File: src/mf8a_pkg.sv
package mf8a_pkg;

  localparam int EXP_BIAS  = 4;
  localparam int EXP_MAX   = 7;
  localparam int GRID_BITS = 8;
  localparam int FRAC_W    = 4;
  localparam int EXP_W     = 3;
  localparam int CODE_W    = 8;
  localparam int OPND_W    = 12;  // (16+f) << e, at most 31 << 7
  localparam int MAG_W     = 13;  // sum of two operand magnitudes
  localparam int LEAD_W    = 4;

  // aligned operands, stage 1
  typedef struct packed {
    logic              sign_a;
    logic              sign_b;
    logic [OPND_W-1:0] mag_a;
    logic [OPND_W-1:0] mag_b;
  } align_t;

  // signed magnitude of the exact sum, stage 2
  typedef struct packed {
    logic             sign;
    logic [MAG_W-1:0] mag;
  } sum_t;

  // sum with leading-one position, stage 3
  typedef struct packed {
    logic              sign;
    logic              nonzero;
    logic [LEAD_W-1:0] lead;
    logic [MAG_W-1:0]  mag;
  } lead_t;

  // packed result, stage 4
  typedef struct packed {
    logic [CODE_W-1:0] sum_code;
    logic              overflow_flag;
    logic              zero_flag;
  } result_t;

endpackage

File: src/mf8a_if.sv
interface mf8a_in_if;
  logic       valid;
  logic       ready;
  logic [7:0] addend_a;
  logic [7:0] addend_b;
  modport source (output valid, output addend_a, output addend_b, input ready);
  modport sink   (input valid, input addend_a, input addend_b, output ready);
endinterface

interface mf8a_out_if;
  logic       valid;
  logic       ready;
  logic [7:0] sum_code;
  logic       overflow_flag;
  logic       zero_flag;
  modport source (output valid, output sum_code, output overflow_flag,
                  output zero_flag, input ready);
  modport sink   (input valid, input sum_code, input overflow_flag,
                  input zero_flag, output ready);
endinterface

File: src/mf8a_sum.sv
// Stages 1-2: operand alignment onto the 2^-8 grid, then signed-magnitude add.
module mf8a_sum (
  input  logic                clk,
  input  logic                rst_n,
  input  logic                adv,
  input  logic                in_valid,
  input  logic [7:0]          addend_a,
  input  logic [7:0]          addend_b,
  output logic                s2_valid,
  output mf8a_pkg::sum_t      s2_data
);

  logic               s1_valid_r;
  mf8a_pkg::align_t   s1_r, s1_nxt;
  logic               s2_valid_r;
  mf8a_pkg::sum_t     s2_r, s2_nxt;

  always_comb begin
    s1_nxt.sign_a = addend_a[7];
    s1_nxt.sign_b = addend_b[7];
    s1_nxt.mag_a  = mf8a_pkg::OPND_W'({1'b1, addend_a[3:0]}) << addend_a[6:4];
    s1_nxt.mag_b  = mf8a_pkg::OPND_W'({1'b1, addend_b[3:0]}) << addend_b[6:4];
  end

  always_comb begin
    if (s1_r.sign_a == s1_r.sign_b) begin
      s2_nxt.sign = s1_r.sign_a;
      s2_nxt.mag  = {1'b0, s1_r.mag_a} + {1'b0, s1_r.mag_b};
    end else if (s1_r.mag_a >= s1_r.mag_b) begin
      s2_nxt.sign = s1_r.sign_a && (s1_r.mag_a != s1_r.mag_b);
      s2_nxt.mag  = {1'b0, s1_r.mag_a - s1_r.mag_b};
    end else begin
      s2_nxt.sign = s1_r.sign_b;
      s2_nxt.mag  = {1'b0, s1_r.mag_b - s1_r.mag_a};
    end
  end

  always_ff @(posedge clk) begin
    if (!rst_n) begin
      s1_valid_r <= 1'b0;
      s2_valid_r <= 1'b0;
    end else if (adv) begin
      s1_valid_r <= in_valid;
      s2_valid_r <= s1_valid_r;
    end
  end

  always_ff @(posedge clk) begin
    if (adv) begin
      s1_r <= s1_nxt;
      s2_r <= s2_nxt;
    end
  end

  assign s2_valid = s2_valid_r;
  assign s2_data  = s2_r;

endmodule

File: src/mf8a_norm.sv
// Stages 3-4: leading-one search, then normalize, truncate and pack.
module mf8a_norm (
  input  logic                clk,
  input  logic                rst_n,
  input  logic                adv,
  input  logic                s2_valid,
  input  mf8a_pkg::sum_t      s2_data,
  output logic                s4_valid,
  output mf8a_pkg::result_t   s4_data
);

  logic                  s3_valid_r;
  mf8a_pkg::lead_t       s3_r, s3_nxt;
  logic                  s4_valid_r;
  mf8a_pkg::result_t     s4_r, s4_nxt;
  logic [mf8a_pkg::MAG_W-1:0] norm_mag;
  logic [mf8a_pkg::LEAD_W-1:0] exp_raw;

  always_comb begin
    s3_nxt.sign    = s2_data.sign;
    s3_nxt.mag     = s2_data.mag;
    s3_nxt.nonzero = |s2_data.mag;
    s3_nxt.lead    = '0;
    for (int i = 0; i < mf8a_pkg::MAG_W; i++) begin
      if (s2_data.mag[i]) s3_nxt.lead = mf8a_pkg::LEAD_W'(i);
    end
  end

  // biased exponent = lead - 4; below zero is underflow, above 7 saturates
  always_comb begin
    exp_raw  = s3_r.lead - mf8a_pkg::LEAD_W'(mf8a_pkg::FRAC_W);
    norm_mag = s3_r.mag >> exp_raw;
    s4_nxt   = '0;
    if (!s3_r.nonzero || s3_r.lead < mf8a_pkg::LEAD_W'(mf8a_pkg::FRAC_W)) begin
      s4_nxt.zero_flag = 1'b1;
    end else if (exp_raw > mf8a_pkg::LEAD_W'(mf8a_pkg::EXP_MAX)) begin
      s4_nxt.overflow_flag = 1'b1;
      s4_nxt.sum_code = {s3_r.sign, mf8a_pkg::EXP_W'(mf8a_pkg::EXP_MAX),
                         norm_mag[mf8a_pkg::FRAC_W-1:0]};
    end else begin
      s4_nxt.sum_code = {s3_r.sign, exp_raw[mf8a_pkg::EXP_W-1:0],
                         norm_mag[mf8a_pkg::FRAC_W-1:0]};
    end
  end

  always_ff @(posedge clk) begin
    if (!rst_n) begin
      s3_valid_r <= 1'b0;
      s4_valid_r <= 1'b0;
    end else if (adv) begin
      s3_valid_r <= s2_valid;
      s4_valid_r <= s3_valid_r;
    end
  end

  always_ff @(posedge clk) begin
    if (adv) begin
      s3_r <= s3_nxt;
      s4_r <= s4_nxt;
    end
  end

  assign s4_valid = s4_valid_r;
  assign s4_data  = s4_r;

endmodule

File: src/minifloat8_adder_core.sv
// Eight-bit minifloat adder: sign, 3-bit excess-4 exponent, 4-bit fraction
// with hidden one.
// in_ch: one transfer carries addend_a and addend_b.
// out_ch: one transfer carries sum_code, overflow_flag and zero_flag.
// Four register stages: align, add, leading-one search, normalize/pack.
// out_ch.valid rises once the add has passed all four register stages; one
// add is accepted every cycle while the output register is empty or taken.
// The whole pipeline advances together when the output register is empty
// or being taken; when the receiver stalls every stage holds, in_ch.ready
// drops, and nothing is lost or repeated.
// Sums below 1/16 or exactly zero give code 0 with zero_flag; sums of 16.0
// or more saturate the exponent at 7 with overflow_flag.
// Synchronous reset clears all valid bits; no state carries between adds.
module minifloat8_adder_core (
  input  logic             clk,
  input  logic             rst_n,
  mf8a_in_if.sink          in_ch,
  mf8a_out_if.source       out_ch
);

  logic                 adv;
  logic                 s2_valid;
  mf8a_pkg::sum_t       s2_data;
  logic                 s4_valid;
  mf8a_pkg::result_t    s4_data;

  // stall-all pipeline: move when the output slot is free or leaving
  assign adv         = !s4_valid || out_ch.ready;
  assign in_ch.ready = adv;

  mf8a_sum u_sum (
    .clk      (clk),
    .rst_n    (rst_n),
    .adv      (adv),
    .in_valid (in_ch.valid),
    .addend_a (in_ch.addend_a),
    .addend_b (in_ch.addend_b),
    .s2_valid (s2_valid),
    .s2_data  (s2_data)
  );

  mf8a_norm u_norm (
    .clk      (clk),
    .rst_n    (rst_n),
    .adv      (adv),
    .s2_valid (s2_valid),
    .s2_data  (s2_data),
    .s4_valid (s4_valid),
    .s4_data  (s4_data)
  );

  assign out_ch.valid         = s4_valid;
  assign out_ch.sum_code      = s4_data.sum_code;
  assign out_ch.overflow_flag = s4_data.overflow_flag;
  assign out_ch.zero_flag     = s4_data.zero_flag;

  // zero result must be the all-zero code
  a_zero_code: assert property (@(posedge clk) disable iff (!rst_n)
    out_ch.valid && out_ch.zero_flag |-> out_ch.sum_code == 8'h00)
    else $error("zero_flag with nonzero code");

  // saturation must pin the exponent field
  a_ovf_exp: assert property (@(posedge clk) disable iff (!rst_n)
    out_ch.valid && out_ch.overflow_flag |-> out_ch.sum_code[6:4] == 3'd7)
    else $error("overflow without saturated exponent");

  a_flags_excl: assert property (@(posedge clk) disable iff (!rst_n)
    out_ch.valid |-> !(out_ch.zero_flag && out_ch.overflow_flag))
    else $error("both flags set");

  // a stalled result must not be replaced by a new one
  a_stall_hold: assert property (@(posedge clk) disable iff (!rst_n)
    out_ch.valid && !out_ch.ready |=> out_ch.valid && $stable(s4_data))
    else $error("result changed under stall");

endmodule

File: src/flat_wrapper.sv
// flat-port wrapper written by rule: the top's interface ports become plain ports
module minifloat8_adder_core_flat 
  (clk, rst_n, in_ch_valid, in_ch_addend_a, in_ch_addend_b, in_ch_ready, out_ch_valid, out_ch_sum_code, out_ch_overflow_flag, out_ch_zero_flag, out_ch_ready);
  mf8a_in_if in_ch_i ();
  mf8a_out_if out_ch_i ();
  input  logic clk;
  input  logic rst_n;
  input wire logic [$bits(in_ch_i.valid)-1:0] in_ch_valid;
  input wire logic [$bits(in_ch_i.addend_a)-1:0] in_ch_addend_a;
  input wire logic [$bits(in_ch_i.addend_b)-1:0] in_ch_addend_b;
  output wire logic [$bits(in_ch_i.ready)-1:0] in_ch_ready;
  output wire logic [$bits(out_ch_i.valid)-1:0] out_ch_valid;
  output wire logic [$bits(out_ch_i.sum_code)-1:0] out_ch_sum_code;
  output wire logic [$bits(out_ch_i.overflow_flag)-1:0] out_ch_overflow_flag;
  output wire logic [$bits(out_ch_i.zero_flag)-1:0] out_ch_zero_flag;
  input wire logic [$bits(out_ch_i.ready)-1:0] out_ch_ready;
  assign in_ch_i.valid = in_ch_valid;
  assign in_ch_i.addend_a = in_ch_addend_a;
  assign in_ch_i.addend_b = in_ch_addend_b;
  assign in_ch_ready = in_ch_i.ready;
  assign out_ch_valid = out_ch_i.valid;
  assign out_ch_sum_code = out_ch_i.sum_code;
  assign out_ch_overflow_flag = out_ch_i.overflow_flag;
  assign out_ch_zero_flag = out_ch_i.zero_flag;
  assign out_ch_i.ready = out_ch_ready;
  minifloat8_adder_core u_core (.clk(clk), .rst_n(rst_n), .in_ch(in_ch_i), .out_ch(out_ch_i));
endmodule
File: config.mk
export PLATFORM = sky130hd
export DESIGN_NAME = minifloat8_adder_core_flat
export DESIGN_NICKNAME = d
export VERILOG_FILES = /design/src/mf8a_pkg.sv /design/src/mf8a_if.sv /design/src/mf8a_sum.sv /design/src/mf8a_norm.sv /design/src/minifloat8_adder_core.sv /design/src/flat_wrapper.sv
export SDC_FILE = /design/constraint.sdc
export NUM_CORES = 1
export LEC_CHECK = 0
export ABC_CLOCK_PERIOD_IN_PS = 2900
export BUFFER_PORTS_ARGS = -buffer_cell sky130_fd_sc_hd__buf_2
export CAP_MARGIN = 20
export CORE_ASPECT_RATIO = 1.1
export CORE_MARGIN = 2
export CORE_UTILIZATION = 55
export CTS_BUF_LIST = sky130_fd_sc_hd__clkbuf_8 sky130_fd_sc_hd__clkbuf_16
export DETAILED_ROUTE_END_ITERATION = 8
export PLACE_DENSITY = 0.86
export SYNTH_ARGS = -nofsm -noshare
export SYNTH_HDL_FRONTEND = slang
export SYNTH_SLANG_ARGS = --single-unit
File: constraint.sdc
create_clock -name clk -period 2.9 [get_ports clk]
set_input_delay 0.145 -clock clk [delete_from_list [all_inputs] [get_ports clk]]
set_output_delay 0.145 -clock clk [all_outputs]
set_load 0.02 [all_outputs]
==> results.tsv, run 1 <==
metric	value	unit
Mapped Avg Cell Area	10.1	µm²
Primary FF master, synth	edfxtp_1	
RSZ-0062 raised after global routing	false	
nets@finish	582	
Synth cell types	58	
Post-Syn Nets	550	
EDFF count, synth	69	
Core Box Area	8830	µm²
GRT Total Usage	22.0	%
CTS H-tree depth	3	
CP arrival	2.83	ns
site row count	36	
Die Y	104	µm
WS Path Type	reg -> reg	
Clk pin slew, worst setup/hold paths	0.09	ns
Slew Limit Headroom	36.2	%
Pwr Density	697	nW/µm²
CP Capture Type	register	
status	finished, final reports clean	
CTS root buf	clkbuf_8	
Yosys top cell area share	41.8	%
Max Slew Vio Count	0	
DP Worst Slack	0.0840	ns
number of CTS-inserted buffers	9	
final setup vio count	0	
fillers	759	
clk sinks	73	
worst min path class	in -> reg	
starting density of the core	56.2	%
number of global-route vias before repair	3684	
clock latency on the worst-skew pair	0.35	ns
Final Hold Vio Count	0	
ranking of synthesized cells by area	edfxtp_1, ha_1, inv_1, a21oi_1, mux2i_1	
hpwl dp	7840	µm
die area	9790	µm²
gp weighted congestion	0.939	
async set-reset flop share out of synthesis	0	%
Worst setup SP type	register	
post-synthesis cell area	4960	µm²
Initial DRC Count	247	
final clock skew	0.00951	ns
routing usage on met1	24.6	%
fmax	363	MHz
Tcrit/Tclk final	94.9	%
GR Overflow Total	0	
antenna-violating nets left	0	
DRC	0	
DRT Pass-1 Iters	5	
input/output buffers	31	
Worst EP required	2.98	ns
area leader, netlist	edfxtp_1	
WHS	0.0372	ns
Yosys Warn Count	0	
Top Ports	32	
Period minus WS final	2.75	ns
Inserted Diodes	0	
most used routing layer	met2	
Area Overhead vs Synth	9.99	%
Wirelength per Cell	16.0	µm
Slew @ Worst Pin	0.957	ns
Via density	5.86	
Leakage	0.00234	µW
M2 GR Usage	39.1	%
largest net degree at the start of global routing	75	
worst vdd ir	0.264	mV
Post-Route Setup TNS	0	ns
share of cells above drive strength 1	14.2	%
first-pass GRT wire length	16900	µm
Seq/Total Area, Yosys	43.4	%
met3 usage	4.51	%
Die W	94.5	µm
Max-Cap Viols	0	
drt total wl	10300	µm
Cells after Synth	490	
CTS Buffer Depth	2	
initial antenna violation count	0	
post-synthesis sequential element count	73	
CTS tree	done	
worst-path fanout max	3	
Setup WS post-layout	0.149	ns
routed vias	3757	
[worst max-delay path, stage by stage, from the launching register on]
cell       delay [ns]
edfxtp_1         0.44
ha_1             0.26
fa_1             0.40
nand2b_1         0.19
a21oi_2          0.19
o22ai_2          0.12
o21a_1           0.22
a2111oi_1        0.39
a311oi_1         0.10
xor2_1           0.17
[layer usage]
layer	vias to the layer above	wire, µm
met4	0	346
met3	30	437
li1	1840	-
met2	128	5600
met5	-	0
met1	1759	3890
[cell families after synthesis]
group	count (synthesis)	share of synthesized area (%)
AOI/OAI and AO/OA	135	17.7
and+or+nand+nor	127	13.4
buffers and inverters	77	6.69
DFF	73	43.4
adders and majority gates	40	10.6
muxes	26	6.16
xor gates and xnor gates	12	2.12
[timing repair]
item,in CTS,in global routing
gates resized for setup,0,5
setup endpoints to repair,0,5
hold endpoints to repair,2,0
setup buffers,0,0
hold buffers,2,0
[where the power goes]
part | switching, µW | internal, µW
registers | 201 | 1490
clock network | 432 | 325
logic | 738 | 615
total | 1370 | 2430
[final timing paths]
kind | from | end | slack [ns] | cells past startpoint
max | u_core.u_sum.s1_r[0]$_SDFFCE_PP0P_ | u_core.u_sum.s2_data[4]$_DFFE_PP_ | 0.15 | 9
min | rst_n | u_core.u_norm.s3_valid_r$_SDFFE_PN0P_ | 0.04 | 2
max reg2reg | u_core.u_sum.s1_r[0]$_SDFFCE_PP0P_ | u_core.u_sum.s2_data[4]$_DFFE_PP_ | 0.15 | 9
min reg2reg | u_core.u_sum.s2_data[13]$_DFFE_PP_ | u_core.u_norm.s3_r[18]$_DFFE_PP_ | 0.44 | 0
[cell usage after synthesis, types with 5 or more instances]
cell / n
nor2_1: 30
clkbuf_1: 15
edfxtp_1: 69
ha_1: 37
xnor2_1: 10
o211ai_1: 9
mux2i_1: 17
buf_2: 6
mux2_2: 5
nor2b_1: 20
nor3_1: 10
nand2b_1: 11
a211oi_1: 6
a31oi_1: 6
nand2_1: 26
o21ai_0: 28
o31ai_1: 6
a21oi_1: 37
a21o_1: 7
inv_1: 51
[through the flow]
step	std cells	utilization, %	area (µm²)	power (µW)
global route	641	61.8	5450	4050
detailed placement	623	59.2	5220	3050
finish	641	61.8	5450	3800
global placement	623	59.2	5220	2970
CTS	641	61.5	5430	3800
floorplan	490	-	4960	2700
[placed cells by master, fill, tap and decap left out, drive strengths merged, types with 4 or more instances in the layout]
master	netlist	final
a31oi	6	6
ha	37	37
clkbuf	15	9
a21o	7	7
edfxtp	69	69
buf	10	44
dfxtp	4	4
o22ai	4	4
inv	51	54
nand2b	11	11
xnor2	10	10
nor4b	4	4
nor3	10	10
a21oi	37	37
nand4	4	4
nand3b	4	4
a211oi	7	7
o21ai	28	28
nand2	26	26
o211a	4	4
o31ai	6	6
nor2b	20	20
nor2	30	30
o211ai	9	9
mux2i	17	17
o21bai	4	4
mux2	6	6
[state kept, by name, indices dropped and copies added (netlist names)]
register                  cells
u_core.u_norm.s3_r           19
u_core.u_norm.s3_valid_r      1
u_core.u_norm.s4_data        10
u_core.u_norm.s4_valid        1
u_core.u_sum.s1_r            26
u_core.u_sum.s1_valid_r       1
u_core.u_sum.s2_data         14
u_core.u_sum.s2_valid         1
[final cells by class]
type,count,area (µm²),share of cell area [%]
multi-input combinational,340,2500,45.9
clock inverter,7,61.3,1.12
tap,114,143,2.62
clock buffer,9,124,2.27
inverter,52,195,3.58
timing repair buffer,46,273,5.00
sequential,73,2150,39.5
Power figures use the tool's default switching activity.
==> run 2: changes to the inputs <==
--- a/config.mk
+++ b/config.mk
@@ -7,3 +7,3 @@
 export LEC_CHECK = 0
-export ABC_CLOCK_PERIOD_IN_PS = 2900
+export ABC_CLOCK_PERIOD_IN_PS = 3100
 export BUFFER_PORTS_ARGS = -buffer_cell sky130_fd_sc_hd__buf_2
@@ -15,3 +15,3 @@
 export DETAILED_ROUTE_END_ITERATION = 8
-export PLACE_DENSITY = 0.86
+export PLACE_DENSITY = 0.83
 export SYNTH_ARGS = -nofsm -noshare
==> constraint.sdc (replaced) <==
create_clock -name clk -period 3.1 [get_ports clk]
set_input_delay 0.155 -clock clk [delete_from_list [all_inputs] [get_ports clk]]
set_output_delay 0.155 -clock clk [all_outputs]
set_load 0.05 [all_outputs]
==> run 2 against run 1 <==
  * Via count rose by 0.32%
  * Non-clock buffer count fell by 9
  * Combinational power barely moved
  * Routed wire length fell by 2.2%
  * Count of clock-buffer cells in the layout rose by 1
  * Maximum frequency fell by 5.8%
  * Sequential cell count did not move
  * Cell area fell by 1.3%
  * Die area did not move
  * Setup slack improved by 0.030 ns
==> results.tsv, run 2 (synthesized netlist as in run 1, its figures left out) <==
metric	value	unit	change
# Post-CTS Setup Buffers	0		unchanged
share of cells above drive strength 1	12.2	%	was 14.2%
RSZ-0062 raised after global routing	false		unchanged
Inserted Diodes	0		unchanged
routed vias	3769		was 3757
Period minus WS final	2.92	ns	was 2.75 ns
first-pass GRT wire length	16500	µm	was 16900 µm
fillers	735		was 759
Die Y	104	µm	unchanged
commonest cells after routing, fill and taps aside	edfxtp_1, inv_1, a21oi_1, ha_1, buf_2		was edfxtp_1, inv_1, ha_1
worst vdd ir	0.267	mV	was 0.264 mV
Post-Route Setup TNS	0	ns	unchanged
Leakage	0.00232	µW	was 0.00234 µW
nets@finish	573		was 582
CTS tree	done		unchanged
fmax	342	MHz	was 363 MHz
most common cell after layout, fill and taps aside	edfxtp_1		unchanged
gp weighted congestion	0.881		was 0.939
Worst EP required	3.20	ns	was 2.98 ns
die area	9790	µm²	unchanged
DRT Pass-1 Iters	5		unchanged
GR Overflow Total	0		unchanged
multi-input logic area	2480	µm²	was 2500 µm²
Via density	5.96		was 5.86
max reg flops	26		unchanged
Area Overhead vs Synth	8.53	%	was 9.99%
Top Ports	32		unchanged
Max-Cap Viols	0		unchanged
GRT Total Usage	21.2	%	was 22.0%
largest net degree at the start of global routing	75		unchanged
Pwr Density	691	nW/µm²	was 697 nW/µm²
Wirelength per Cell	15.9	µm	was 16.0 µm
starting density of the core	56.2	%	unchanged
Max Slew Vio Count	0		unchanged
worst min path class	in -> reg		unchanged
Worst setup SP type	register		unchanged
final setup vio count	0		unchanged
CP Capture Type	register		unchanged
initial antenna violation count	0		unchanged
Non-Filler Instances	632		was 641
DRC	0		unchanged
site row count	36		unchanged
Tcrit/Tclk final	94.2	%	was 94.9%
CTS H-tree depth	3		unchanged
status	finished, final reports clean		unchanged
Core Box Area	8830	µm²	unchanged
Die W	94.5	µm	unchanged
number of global-route vias before repair	3707		was 3684
number of CTS-inserted buffers	9		unchanged
CTS Buffer Depth	2		unchanged
input/output buffers	31		unchanged
placed cell count	614		was 623
final clock skew	0.00584	ns	was 0.00951 ns
clock latency on the worst-skew pair	0.36	ns	was 0.35 ns
Slew Limit Headroom	35.8	%	was 36.2%
antenna-violating nets left	0		unchanged
Final Hold Vio Count	0		unchanged
Initial DRC Count	225		was 247
worst-path fanout max	10		was 3
Clk pin slew, worst setup/hold paths	0.08	ns	was 0.09 ns
hpwl dp	7440	µm	was 7840 µm
CP arrival	3.02	ns	was 2.83 ns
clk sinks	73		unchanged
Slew @ Worst Pin	0.964	ns	was 0.957 ns
WS Path Type	reg -> reg		unchanged
Top reg by flops	u_core.u_sum.s1_r		unchanged
CTS root buf	clkbuf_8		unchanged
Storage cell area	2150	µm²	unchanged
drt total wl	10000	µm	was 10300 µm
[run 2: area by class of cell]
cell class	instances	share of cell area [%]
multi-input combinational	340	46.1
sequential	73	40.0
timing repair buffer	37	3.81
inverter	52	3.63
tap	114	2.65
clock buffer	10	2.56
clock inverter	6	1.23
[run 2: timing repair]
action	in CTS	in global routing
gates resized for setup	0	0
setup endpoints to repair	0	0
hold endpoints to repair	2	0
hold buffers	2	0
[run 2: final timing paths]
path | end | cells after the start | from | slack, ns
max | u_core.u_sum.s2_data[9]$_DFFE_PP_ | 9 | u_core.u_sum.s1_r[21]$_SDFFCE_PN0P_ | 0.18
min | u_core.u_norm.s3_valid_r$_SDFFE_PN0P_ | 2 | rst_n | 0.04
max reg2reg | u_core.u_sum.s2_data[9]$_DFFE_PP_ | 9 | u_core.u_sum.s1_r[21]$_SDFFCE_PN0P_ | 0.18
min reg2reg | u_core.u_norm.s3_r[18]$_DFFE_PP_ | 0 | u_core.u_sum.s2_data[13]$_DFFE_PP_ | 0.43
[run 2: routing by layer]
metal  GRT usage, %  vias to the layer above  routed length (µm)
met5              0                        -                   0
met4           12.9                        0                 397
met3           3.13                       37                 405
met2           37.8                      137                5350
met1           23.3                     1772                3890
li1               -                     1823                   -
[run 2: per-stage QoR]
step	hold slack [ns]	util, %	setup slack, ns	cell area (µm²)	power (µW)
final	0.0416	60.9	0.178	5380	3720
after global routing	0.0520	60.9	0.0163	5380	3910
after CTS	0.0386	60.9	0.190	5380	3710
after detailed placement	0.334	58.4	0.203	5160	2940
after global placement	0.332	58.4	0.310	5160	2870
after floorplan	0.254	-	0.470	4960	2650
[run 2: worst max-delay path, stage by stage, from the launching register on]
cell	delay [ns]
edfxtp_1	0.43
ha_1	0.53
nand4_1	0.24
nor3_1	0.47
a211oi_2	0.13
o21a_1	0.18
buf_4	0.18
o21bai_1	0.15
a31oi_1	0.24
xnor2_1	0.10
[run 2: where the power goes]
part | total, µW | internal, µW | switching, µW
clock network | 773 | 396 | 376
logic | 1370 | 554 | 814
registers | 1580 | 1390 | 186
